$ cat src/rtl/core/envnd_pkg.sv
// Shared types and constants of the envelope-normalizing distortion block.
package envnd_pkg;

    // Fixed register and state widths.
    localparam int ENV_W     = 24;
    localparam int KNEE_W    = 21;
    localparam int COEF_W    = 16;
    localparam int TAPS_W    = 4;
    localparam int CFG_W     = 21;
    localparam int IDX_W     = 2;

    // The gain of ten and the Q4.20 scale meet in one shift by 21 bits.
    localparam int NUM_SHIFT = 21;

    // Largest gained magnitude: ten times full scale in Q4.20.
    localparam logic [ENV_W-1:0] ENV_MAX = 24'd10485760;

    // Register reset values.
    localparam logic [KNEE_W-1:0] KNEE_RST = 21'd1048576;
    localparam logic [COEF_W-1:0] COEF_RST = 16'd4369;
    localparam logic [TAPS_W-1:0] TAPS_RST = 4'd8;

    // Register indexes of the configuration port.
    localparam logic [IDX_W-1:0] REG_KNEE = 2'd0;
    localparam logic [IDX_W-1:0] REG_COEF = 2'd1;
    localparam logic [IDX_W-1:0] REG_TAPS = 2'd2;

    // Sequencer states.
    typedef enum logic [2:0] {
        ST_IDLE,
        ST_LOAD,
        ST_MUL,
        ST_ENV,
        ST_PREP,
        ST_DIV,
        ST_FIN
    } t_state;

endpackage

$ cat src/rtl/core/envelope_normalizing_distortion.sv
// Envelope-normalizing distortion: follower, delay ring, serial multiply and divide.
//
// Usage: one signed Q1.15 sample enters on the input channel (i_in_valid, o_in_stall)
// and one result (o_sample_out, o_clipped) leaves on the output channel (o_out_valid,
// i_out_stall). Each channel transfers at a clock edge where valid is high and stall
// is low. The block works on one sample at a time; o_in_stall is high while it does.
// The envelope release step is a bit-serial shift-add multiply over the 16 bits of the
// release coefficient, and the normalizing divide is a restoring divider that takes one
// quotient bit per cycle over SAMPLE_WIDTH+21 numerator bits.
// An attacking envelope skips the release multiply: a sample then passes LOAD, PREP,
// DIV and FIN, while a releasing envelope passes LOAD, MUL, ENV, PREP, DIV and FIN.
// The next input transfer is taken only back in idle, once the current sample leaves
// the last step, so the block finishes one sample before it takes the next.
// A finished result sits in the output register; the next sample is accepted and
// processed while it waits, and that next result holds in the last step until the
// output register is free. Configuration writes are taken at any edge with i_cfg_we
// but are meant for idle periods only.
// Synchronous reset clears the envelope, the write pointer and the ring's valid bits,
// so the ring reads as zeros, and loads the register reset values.
module envelope_normalizing_distortion
    import envnd_pkg::*;
#(
    parameter int RING_DEPTH   = 16,
    parameter int SAMPLE_WIDTH = 16
) (
    input  logic                           i_clk,
    input  logic                           i_rst_n,
    // Configuration write port
    input  logic                           i_cfg_we,
    input  logic [IDX_W-1:0]               i_cfg_idx,
    input  logic [CFG_W-1:0]               i_cfg_data,
    // Input channel
    input  logic                           i_in_valid,
    output logic                           o_in_stall,
    input  logic signed [SAMPLE_WIDTH-1:0] i_sample_in,
    // Output channel
    output logic                           o_out_valid,
    input  logic                           i_out_stall,
    output logic signed [SAMPLE_WIDTH-1:0] o_sample_out,
    output logic                           o_clipped
);

    localparam int PTR_W = (RING_DEPTH > 1) ? $clog2(RING_DEPTH) : 1;
    localparam int NUM_W = SAMPLE_WIDTH + NUM_SHIFT;
    localparam int CNT_W = $clog2(NUM_W);
    localparam int UP_W  = NUM_SHIFT + 4;

    // Tap count reduced modulo the ring depth, as a small constant table.
    function automatic logic [PTR_W-1:0] f_tap_mod(input logic [TAPS_W-1:0] t);
        logic [PTR_W-1:0] r;
        r = '0;
        for (int k = 0; k < (1 << TAPS_W); k++) begin
            if (t == TAPS_W'(k)) begin
                r = PTR_W'(k % RING_DEPTH);
            end
        end
        return r;
    endfunction

    // Control and state registers.
    t_state                  r_state;
    t_state                  n_state;
    logic [KNEE_W-1:0]       r_knee;
    logic [COEF_W-1:0]       r_coef;
    logic [TAPS_W-1:0]       r_taps;
    logic [ENV_W-1:0]        r_env;
    logic [PTR_W-1:0]        r_wp;
    logic [RING_DEPTH-1:0]   r_valid;
    logic [CNT_W-1:0]        r_cnt;
    logic                    r_out_valid;

    // Datapath registers.
    logic [SAMPLE_WIDTH-1:0] r_ring [RING_DEPTH];
    logic [SAMPLE_WIDTH-1:0] r_ring_q;
    logic                    r_ring_vld;
    logic [PTR_W-1:0]        r_rd_ptr;
    logic [ENV_W-1:0]        r_mag;
    logic [ENV_W-1:0]        r_diff;
    logic [ENV_W-1:0]        r_acc;
    logic                    r_rbit;
    logic [COEF_W-1:0]       r_coef_sh;
    logic [ENV_W-1:0]        r_div;
    logic [NUM_W-1:0]        r_num;
    logic [ENV_W-1:0]        r_rem;
    logic [SAMPLE_WIDTH-1:0] r_quo;
    logic                    r_ovf;
    logic                    r_neg;
    logic [SAMPLE_WIDTH-1:0] r_sample_out;
    logic                    r_clipped;

    logic                    w_in_xfer;
    logic                    w_out_load;
    logic                    w_out_xfer;

    assign w_in_xfer  = i_in_valid && !o_in_stall;
    assign w_out_xfer = r_out_valid && !i_out_stall;
    assign w_out_load = (r_state == ST_FIN) && (!r_out_valid || !i_out_stall);

    // Gained magnitude of the incoming sample in Q4.20.
    logic [SAMPLE_WIDTH-1:0] w_abs_in;
    logic [SAMPLE_WIDTH+3:0] w_mag10;
    logic [ENV_W-1:0]        w_mag;

    assign w_abs_in = i_sample_in[SAMPLE_WIDTH-1] ? (~i_sample_in + 1'b1) : i_sample_in;
    assign w_mag10  = ((SAMPLE_WIDTH+4)'(w_abs_in) << 3) + ((SAMPLE_WIDTH+4)'(w_abs_in) << 1);

    generate
        if (SAMPLE_WIDTH <= NUM_SHIFT) begin : g_gain_up
            logic [UP_W-1:0] w_up;
            assign w_up  = UP_W'(w_mag10) << (NUM_SHIFT - SAMPLE_WIDTH);
            assign w_mag = w_up[ENV_W-1:0];
        end else begin : g_gain_down
            assign w_mag = ENV_W'(w_mag10 >> (SAMPLE_WIDTH - NUM_SHIFT));
        end
    endgenerate

    // Read pointer: write pointer minus the tap count, modulo the ring depth.
    logic [PTR_W:0]   w_rd_sum;
    logic [PTR_W-1:0] w_rd_ptr;
    logic [PTR_W-1:0] w_wp_next;

    assign w_rd_sum  = (PTR_W+1)'(r_wp) + (PTR_W+1)'(RING_DEPTH) - (PTR_W+1)'(f_tap_mod(r_taps));
    assign w_rd_ptr  = (w_rd_sum >= (PTR_W+1)'(RING_DEPTH)) ?
                       PTR_W'(w_rd_sum - (PTR_W+1)'(RING_DEPTH)) : w_rd_sum[PTR_W-1:0];
    assign w_wp_next = (r_wp == PTR_W'(RING_DEPTH - 1)) ? '0 : r_wp + 1'b1;

    // One shift-add step of the release multiply.
    logic [ENV_W:0] w_mul_sum;
    assign w_mul_sum = {1'b0, r_acc} + (r_coef_sh[0] ? {1'b0, r_diff} : '0);

    // Divisor, delayed sample and rounded numerator.
    logic [ENV_W-1:0]        w_div;
    logic [SAMPLE_WIDTH-1:0] w_xd;
    logic [SAMPLE_WIDTH-1:0] w_xd_abs;
    logic [NUM_W-1:0]        w_num;

    assign w_div    = (r_env > ENV_W'(r_knee)) ? r_env : ENV_W'(r_knee);
    assign w_xd     = r_ring_vld ? r_ring_q : '0;
    assign w_xd_abs = w_xd[SAMPLE_WIDTH-1] ? (~w_xd + 1'b1) : w_xd;
    assign w_num    = (NUM_W'(w_xd_abs) << NUM_SHIFT) + NUM_W'(w_div >> 1);

    // One restoring divide step.
    logic [ENV_W:0] w_trial;
    logic           w_ge;
    logic [ENV_W:0] w_trial_sub;

    assign w_trial     = {r_rem, r_num[NUM_W-1]};
    assign w_ge        = (w_trial >= {1'b0, r_div});
    assign w_trial_sub = w_trial - {1'b0, r_div};

    // Saturation and sign of the final quotient.
    logic [SAMPLE_WIDTH-1:0] w_res;
    logic                    w_clip;

    always_comb begin
        w_res  = '0;
        w_clip = 1'b0;
        if (r_div == '0) begin
            w_clip = 1'b1;
        end else if (r_neg) begin
            if (r_ovf || (r_quo[SAMPLE_WIDTH-1] && (|r_quo[SAMPLE_WIDTH-2:0]))) begin
                w_res  = {1'b1, {(SAMPLE_WIDTH-1){1'b0}}};
                w_clip = 1'b1;
            end else begin
                w_res = ~r_quo + 1'b1;
            end
        end else begin
            if (r_ovf || r_quo[SAMPLE_WIDTH-1]) begin
                w_res  = {1'b0, {(SAMPLE_WIDTH-1){1'b1}}};
                w_clip = 1'b1;
            end else begin
                w_res = r_quo;
            end
        end
    end

    // Next-state logic of the sequencer.
    always_comb begin
        n_state = r_state;
        case (r_state)
            ST_IDLE: begin
                if (w_in_xfer) begin
                    n_state = ST_LOAD;
                end
            end
            ST_LOAD: begin
                n_state = (r_mag > r_env) ? ST_PREP : ST_MUL;
            end
            ST_MUL: begin
                if (r_cnt == CNT_W'(COEF_W - 1)) begin
                    n_state = ST_ENV;
                end
            end
            ST_ENV:  n_state = ST_PREP;
            ST_PREP: n_state = ST_DIV;
            ST_DIV: begin
                if (r_cnt == CNT_W'(NUM_W - 1)) begin
                    n_state = ST_FIN;
                end
            end
            ST_FIN: begin
                if (w_out_load) begin
                    n_state = ST_IDLE;
                end
            end
            default: n_state = ST_IDLE;
        endcase
    end

    // Control registers, configuration, envelope and ring bookkeeping.
    always_ff @(posedge i_clk) begin
        if (!i_rst_n) begin
            r_state     <= ST_IDLE;
            r_knee      <= KNEE_RST;
            r_coef      <= COEF_RST;
            r_taps      <= TAPS_RST;
            r_env       <= '0;
            r_wp        <= '0;
            r_valid     <= '0;
            r_cnt       <= '0;
            r_out_valid <= 1'b0;
        end else begin
            r_state <= n_state;

            if (i_cfg_we) begin
                case (i_cfg_idx)
                    REG_KNEE: r_knee <= i_cfg_data[KNEE_W-1:0];
                    REG_COEF: r_coef <= i_cfg_data[COEF_W-1:0];
                    REG_TAPS: r_taps <= i_cfg_data[TAPS_W-1:0];
                    default:  ;
                endcase
            end

            if (w_in_xfer) begin
                r_valid[r_wp] <= 1'b1;
                r_wp          <= w_wp_next;
            end

            // Attack jumps to the magnitude; release subtracts the rounded product.
            if (r_state == ST_LOAD && r_mag > r_env) begin
                r_env <= r_mag;
            end else if (r_state == ST_ENV) begin
                r_env <= r_env - (r_acc + ENV_W'(r_rbit));
            end

            if (r_state == ST_MUL || r_state == ST_DIV) begin
                r_cnt <= r_cnt + 1'b1;
            end else begin
                r_cnt <= '0;
            end

            if (w_out_load) begin
                r_out_valid <= 1'b1;
            end else if (w_out_xfer) begin
                r_out_valid <= 1'b0;
            end
        end
    end

    // Datapath registers and the delay ring.
    always_ff @(posedge i_clk) begin
        if (w_in_xfer) begin
            r_ring[r_wp] <= i_sample_in;
            r_mag        <= w_mag;
            r_rd_ptr     <= w_rd_ptr;
        end

        case (r_state)
            ST_LOAD: begin
                r_ring_q   <= r_ring[r_rd_ptr];
                r_ring_vld <= r_valid[r_rd_ptr];
                r_diff     <= r_env - r_mag;
                r_acc      <= '0;
                r_rbit     <= 1'b0;
                r_coef_sh  <= r_coef;
            end
            ST_MUL: begin
                r_acc     <= w_mul_sum[ENV_W:1];
                r_rbit    <= w_mul_sum[0];
                r_coef_sh <= r_coef_sh >> 1;
            end
            ST_PREP: begin
                r_div <= w_div;
                r_num <= w_num;
                r_neg <= w_xd[SAMPLE_WIDTH-1];
                r_rem <= '0;
                r_quo <= '0;
                r_ovf <= 1'b0;
            end
            ST_DIV: begin
                r_rem <= w_ge ? w_trial_sub[ENV_W-1:0] : w_trial[ENV_W-1:0];
                r_num <= r_num << 1;
                r_quo <= {r_quo[SAMPLE_WIDTH-2:0], w_ge};
                r_ovf <= r_ovf | r_quo[SAMPLE_WIDTH-1];
            end
            default: ;
        endcase

        if (w_out_load) begin
            r_sample_out <= w_res;
            r_clipped    <= w_clip;
        end
    end

    assign o_in_stall   = (r_state != ST_IDLE);
    assign o_out_valid  = r_out_valid;
    assign o_sample_out = r_sample_out;
    assign o_clipped    = r_clipped;

`ifndef NO_ASSERTIONS
    // An accepted sample always starts the ring read and envelope step next.
    a_accept_starts: assert property (@(posedge i_clk) disable iff (!i_rst_n)
        w_in_xfer |=> (r_state == ST_LOAD))
        else $error("accepted sample did not start processing");

    // The envelope never exceeds ten times full scale.
    a_env_bound: assert property (@(posedge i_clk) disable iff (!i_rst_n)
        r_env <= ENV_MAX)
        else $error("envelope above its largest value");

    // A release step never takes the envelope below the gained magnitude.
    a_release_floor: assert property (@(posedge i_clk) disable iff (!i_rst_n)
        (r_state == ST_ENV) |=> (r_env >= r_mag))
        else $error("release dropped envelope below magnitude");

    // A zero divisor gives a zero, flagged result.
    a_zero_div: assert property (@(posedge i_clk) disable iff (!i_rst_n)
        (w_out_load && r_div == '0) |=>
            (o_out_valid && o_clipped && o_sample_out == '0))
        else $error("zero divisor result not zero and flagged");
`endif

endmodule
$ cat config.mk
export PLATFORM = sky130hd
export DESIGN_NAME = envelope_normalizing_distortion
export DESIGN_NICKNAME = d
export VERILOG_FILES = /design/src/rtl/core/envnd_pkg.sv /design/src/rtl/core/envelope_normalizing_distortion.sv
export SDC_FILE = /design/constraint.sdc
export NUM_CORES = 1
export LEC_CHECK = 0
export BUFFER_PORTS_ARGS = -buffer_cell sky130_fd_sc_hd__clkbuf_2
export CORE_MARGIN = 4
export CORE_UTILIZATION = 60
export DETAILED_ROUTE_END_ITERATION = 16
export PLACE_DENSITY = 0.76
export SLEW_MARGIN = 5
export SYNTH_ARGS = -nofsm -noshare
export SYNTH_HDL_FRONTEND = slang
export SYNTH_SLANG_ARGS = --single-unit
$ cat constraint.sdc
create_clock -name i_clk -period 9.48 [get_ports i_clk]
set_input_delay 0.948 -clock i_clk [delete_from_list [all_inputs] [get_ports i_clk]]
set_output_delay 0.948 -clock i_clk [all_outputs]
set_load 0.02 [all_outputs]
==> results_dict.tcl, run 1 <==
set metrics [dict create \
    outcome "finished, final reports clean" \
    timing.final.crit_period_ns 4.040 \
    grt_pass1_wl_um 112100 \
    fin_tns_setup_ns 0 \
    cts_setup_buffers 0 \
    synth_top_area_cell "edfxtp_1" \
    hpwl_um 45660 \
    syn_area_per_cell_um2 11.69 \
    place_congestion 0.9297 \
    cp-end-kind "register" \
    synth_most_common_cell "edfxtp_1" \
    max_freq_ghz 0.2475 \
    core-area_um2 48950 \
    ctsResizeCount 0 \
    crit_required_ns 9.86 \
    wl_um 70990 \
    rows 81 \
    r2r_cells 11 \
    ir_worst_vdd_mv 0.1845 \
    die_width_um 230.5 \
    rrSetupSlack_ns 5.48 \
    first_iter_violations 2157 \
    chipHeight_um 230.5 \
    fill_cells 3473 \
    cts_sinks 575 \
    cp_data_arrival_time_ns 4.42 \
    wl_per_cell_um 21.46 \
    drc 0 \
    syn-cell-area_um2 29690 \
    n_antenna_cell 0 \
    hold_buffers 0 \
    cp-start-kind "input pin" \
    synth_cell_types 93 \
    vias_per_cell 6.272 \
    pre_cts_ws_ns 5.001 \
    rsz0062_at_grt "no" \
    fin_crit_sh_pct 42.62 \
    die_area_um2 53110 \
    ys.warnings.count 0 \
    drv_slew 0 \
    ys_async_sr_fraction_pct 0 \
    p_leak_nw 12.16 \
    cp_max_fo 21 \
    io_pins 63 \
    yosys_register_bits 575 \
    htreeDepth 2 \
    maxCapViolations 0 \
    first_global_vias 20430 \
    slew_headroom_pct 17.39 \
    tightest_slew_ns 1.239 \
    cts_max_path_buffers 3 \
    drtAntennaViolNets 0 \
    fin_nets 2806 \
    synth_nets 2751 \
    power.density_nw_per_um2 227.2 \
    cts_tree "done" \
    grt_overflow 0 \
    first_pass_iters 5 \
    syn2layout_area_growth_pct 10.33 \
    ys.flop_type "edfxtp_1" \
    fin_ws_ns 5.440 \
    synth-edff-count 480 \
    synth_commonest_cells "480 x edfxtp_1, 251 x nand2_1, 200 x nor2_1" \
    skew_ns 0.06053 \
    root_buffer "clkbuf_16" \
    grt_usage_pct 26.57 \
    synthCells 2540 \
    vias 20750 \
    hold_viol 0 \
    setup.worst_path.class "input pin to register" \
    port_buffers 62 \
    hp-class "register to register" \
    start_util_pct 60.66 \
    synth_top_area_share_pct 48.54 \
    clk_latency_ns 0.66 \
    min_path_cells 2 \
    cts_buffers 58 \
    setup_viol 0 \
    antenna_found_initial 4 \
    drive_gt1_share_pct 13.12 \
    ys_seq_area_share_pct 54.94 \
    grt_max_degree 69 \
    synth_area_leaders "edfxtp_1 49%, ha_1 6.7%, mux4_2 6.4%" \
    cts.reportedPaths.clkPinSlew_ns 0.07 \
]
stage by stage:
step	area, um2	power (W)	hold slack, ns	std cells	util [%]
floorplan	29690	0.004576	0.4317	2540	-
global placement	30750	0.004977	0.4398	3199	62.82
detailed placement	30750	0.005045	0.4481	3199	62.82
CTS	32760	0.007448	0.4575	3308	66.93
global route	32760	0.007798	0.4835	3308	66.93
finish	32760	0.007443	0.4585	3308	66.93
report_power, final:
part	leakage, nW	switching (W)	internal (W)
Clock	0.976	0.00102	0.00138
Sequential	5.19	0.000143	0.00299
Combinational	6.00	0.00114	0.000769
Total	12.2	0.00230	0.00514
layout by cell type (no fill, tap or decap), types with 13 or more instances in the layout:
master and n:
edfxtp_1 480, nand2_1 250, nor2_1 187, inv_1 175, ha_1 159, a21oi_1 147, o21ai_0 111, dfxtp_1 95
mux4_2 85, nand3_1 81, xnor2_1 68, clkbuf_2 62, clkbuf_16 58, nor3_1 45, a211oi_1 39, xor2_1 39
buf_4 37, and2_1 31, a31oi_1 31, and3_1 30, a21o_1 29, o21a_1 28, or3_1 23, nor2b_1 22
o211ai_1 17, o31ai_1 15, nor4_1 14, nand2b_1 14, nor2_2 13, nor3b_1 13, nand4_1 13
flip-flops by register name (all words and copies together) (netlist names), 3 cells and up:
name / cells
r_knee: 21
r_rd_ptr: 4
r_state: 3
r_div: 24
r_num: 37
r_coef_sh: 16
r_ring_q: 16
r_env: 24
r_taps: 4
r_valid: 16
r_quo: 16
r_rem: 24
r_mag: 18
r_wp: 4
r_diff: 24
r_coef: 16
r_cnt: 6
o_sample_out: 16
r_acc: 24
r_ring: 256
final timing paths:
check | from | to
setup reg to reg | r_env[6] | r_env[0]
setup / recovery | i_sample_in[0] | r_mag[22]
hold reg to reg | r_coef[7] | r_coef[7]
hold / removal | r_coef[7] | r_coef[7]
kinds of logic after synthesis:
family                     Yosys count  share of synthesized area (%)
AOI/OAI and AO/OA                  516                          11.01
and+or+nand+nor                    797                          13.04
muxes                               95                          6.796
xor gates and xnor gates           107                          3.156
buffers and inverters              283                          3.813
DFF                                575                          54.94
adders and majority gates          167                          7.239
layer usage:
layer,global-route usage [%],vias up,share of wire (%)
met2,44.04,911,48
met4,8.847,2,3.4
met1,36.54,10160,41
met3,3.838,150,7.8
li1,-,9531,-
met5,0,-,0.018
area by class of cell:
class / count / area (um2) / share of cell area [%]
clock buffers: 71 / 1530 / 4.671
flip-flops and latches: 575 / 16320 / 49.80
clock inverters: 38 / 480.5 / 1.466
multi-input cells: 1682 / 12350 / 37.68
inverters: 179 / 671.9 / 2.051
repair buffers: 99 / 588.1 / 1.795
well taps: 664 / 830.8 / 2.536
worst max-delay path, stage by stage:
cell and delay [ns]:
clkbuf_2 0.35, inv_1 0.09, ha_1 0.26, nand2b_1 0.17
xnor2_1 0.20, ha_1 0.27, fa_1 0.42, a21o_1 0.18
a21o_1 0.20, a21oi_1 0.19, o21ai_0 0.19, a211o_1 0.36
a31o_2 0.25, a21oi_1 0.22, xnor2_1 0.11
(Power assumes the default switching activity.)
==> run 2: changes to the inputs <==
--- a/config.mk
+++ b/config.mk
@@ -7,9 +7,9 @@
 export LEC_CHECK = 0
 export BUFFER_PORTS_ARGS = -buffer_cell sky130_fd_sc_hd__clkbuf_2
 export CORE_MARGIN = 4
-export CORE_UTILIZATION = 60
+export CORE_UTILIZATION = 57
 export DETAILED_ROUTE_END_ITERATION = 16
-export PLACE_DENSITY = 0.76
+export PLACE_DENSITY = 0.75
 export SLEW_MARGIN = 5
 export SYNTH_ARGS = -nofsm -noshare
 export SYNTH_HDL_FRONTEND = slang
==> constraint.sdc (replaced) <==
create_clock -name i_clk -period 3.5 [get_ports i_clk]
set_input_delay 0.35 -clock i_clk [delete_from_list [all_inputs] [get_ports i_clk]]
set_output_delay 0.35 -clock i_clk [all_outputs]
set_load 0.02 [all_outputs]
==> results_dict.tcl, run 2 (synthesis gave the netlist of run 1 again) <==
set metrics [dict create \
    p_seq_share_pct 41.2 \
    drc 0 \
    slew_headroom_pct 18.51 \
    cts_sinks 575 \
    fin_nets 2887 \
    power_w 0.02054 \
    drtAntennaViolNets 0 \
    cp-end-kind "register" \
    grt_most_used_layer "met2" \
    htreeDepth 2 \
    vias 21000 \
    r2r-start "r_coef_sh[0]" \
    intPower_w 0.01431 \
    drive_gt1_share_pct 15.11 \
    hpwl_um 47660 \
    core-area_um2 51410 \
    r2r-end "r_acc[19]" \
    die_area_um2 55810 \
    first_global_vias 20610 \
    grtUsageMet3_pct 3.952 \
    wl_um 73010 \
    grt_usage_pct 25.70 \
    cts_buffers 58 \
    multi_input_area_um2 12370 \
    final_common_cell "edfxtp_1" \
    ir_worst_vdd_mv 0.4232 \
    setup_viol 0 \
    combPwrFrac_pct 26.3 \
    top_register "r_ring" \
    chipHeight_um 236.2 \
    syn2layout_area_growth_pct 13.07 \
    wl_per_cell_um 21.44 \
    drv_slew 0 \
    port_buffers 62 \
    grt_overflow 0 \
    place_area_um2 31270 \
    setup.worst_path.class "register to register" \
    die_width_um 236.2 \
    met1_usage_pct 35.82 \
    cp_data_arrival_time_ns 3.72 \
    cts_tree "done" \
    fin_crit_sh_pct 95.90 \
    place_congestion 0.9312 \
    io_pins 63 \
    antenna_found_initial 1 \
    seqCellArea_um2 16320 \
    sw_frac_of_total_pct 30.34 \
    root_buffer "clkbuf_16" \
    crit_required_ns 3.87 \
    hold_viol 0 \
    first_pass_iters 5 \
    min_path_cells 3 \
    hp-start "i_cfg_data[1]" \
    power_switching_w 0.006232 \
    grt_pass1_wl_um 114600 \
    vias_per_cell 6.165 \
    clk_latency_ns 0.64 \
    rows 83 \
    hold_end "r_knee[1]" \
    start_util_pct 57.77 \
    largest_reg_flops 256 \
    use_met2_pct 42.33 \
    design_area_um2 33580 \
    max_freq_ghz 0.2979 \
    rrSetupSlack_ns 0.14 \
    timing.final.crit_period_ns 3.357 \
    p_leak_nw 12.61 \
    cp-start-kind "register" \
    r2r_cells 11 \
    final_cell_mix "480 x edfxtp_1, 250 x nand2_1, 187 x nor2_1, 175 x inv_1, 159 x ha_1" \
    grt_max_degree 69 \
    cts.reportedPaths.clkPinSlew_ns 0.06 \
    tightest_slew_ns 1.222 \
    fill_cells 3695 \
    power.density_nw_per_um2 611.7 \
    reg_top3 "r_ring x256, r_num x37" \
    maxCapViolations 0 \
    hp-class "input pin to register" \
    outcome "finished, final reports clean" \
    n_antenna_cell 0 \
    skew_ns 0.04520 \
    cts_max_path_buffers 3 \
    cp_max_fo 7 \
    clkPwrFrac_pct 32.5 \
    first_iter_violations 1918 \
]
[run 2: metrics by stage]
stage	hold WS (ns)	TNS, ns	cells	util (%)	setup slack [ns]
floorplan	0.4317	0	2540	-	0.01146
global placement	0.4380	0	3275	60.83	0.04190
detailed placement	0.4513	-0.05025	3275	60.83	-0.03627
CTS	0.0009018	0	3403	65.22	0.08189
global route	0.01588	-0.05210	3406	65.32	-0.03927
finish	0.02904	0	3406	65.32	0.1435
[run 2: worst max-delay path: stages, from the launching register on]
cell	delay [ns]
edfxtp_1	0.42
buf_4	0.17
buf_4	0.15
and2_1	0.14
ha_1	0.19
or3_1	0.42
o21ai_1	0.21
a211oi_1	0.14
o41a_1	0.50
o21a_1	0.24
nor2b_1	0.14
a2111oi_0	0.40
[run 2: power by group through the flow]
stage | clock network (W) | registers (W) | logic (W)
after detailed placement | 0 | 0.00860 | 0.00524
after CTS | 0.00675 | 0.00846 | 0.00533
after floorplan | 0 | 0.00844 | 0.00394
final | 0.00667 | 0.00847 | 0.00540
after global placement | 0 | 0.00858 | 0.00509
after global routing | 0.00705 | 0.00851 | 0.00596
[run 2: metal layers]
metal  share of wire (%)  routed length (um)
met1                  42               30320
met2                  48               34910
met3                 7.9                5768
met4                 2.8                2013
met5                   0                   0
[run 2: worst max path at each step]
stage | startpoint | to | slack, ns | cells after the start
detailed placement | i_sample_in[0] | r_mag[22] | -0.04 | 15
global route | r_ring_vld | r_num[35] | -0.04 | 10
CTS | r_coef_sh[0] | r_acc[19] | 0.08 | 12
finish | r_coef_sh[0] | r_acc[19] | 0.14 | 11
floorplan | r_state[0] | r_ring[2][0] | 0.01 | 6
global placement | r_acc[0] | r_env[23] | 0.04 | 12
[run 2: what timing repair did]
action / CTS / global route
hold endpoints to repair: 32 / 0
buffers inserted: 0 / 3
hold buffers: 18 / 0
gates resized for setup: 1 / 6
pin swaps: 0 / 1
setup endpoints to repair: 1 / 9
[run 2: layout make-up]
type | instances | area share, %
Clock buffer | 73 | 4.706
Clock inverter | 37 | 1.468
Inverter | 179 | 2.001
Multi-Input combinational cell | 1682 | 36.85
Sequential cell | 575 | 48.59
Tap cell | 680 | 2.534
Timing Repair Buffer | 180 | 3.846
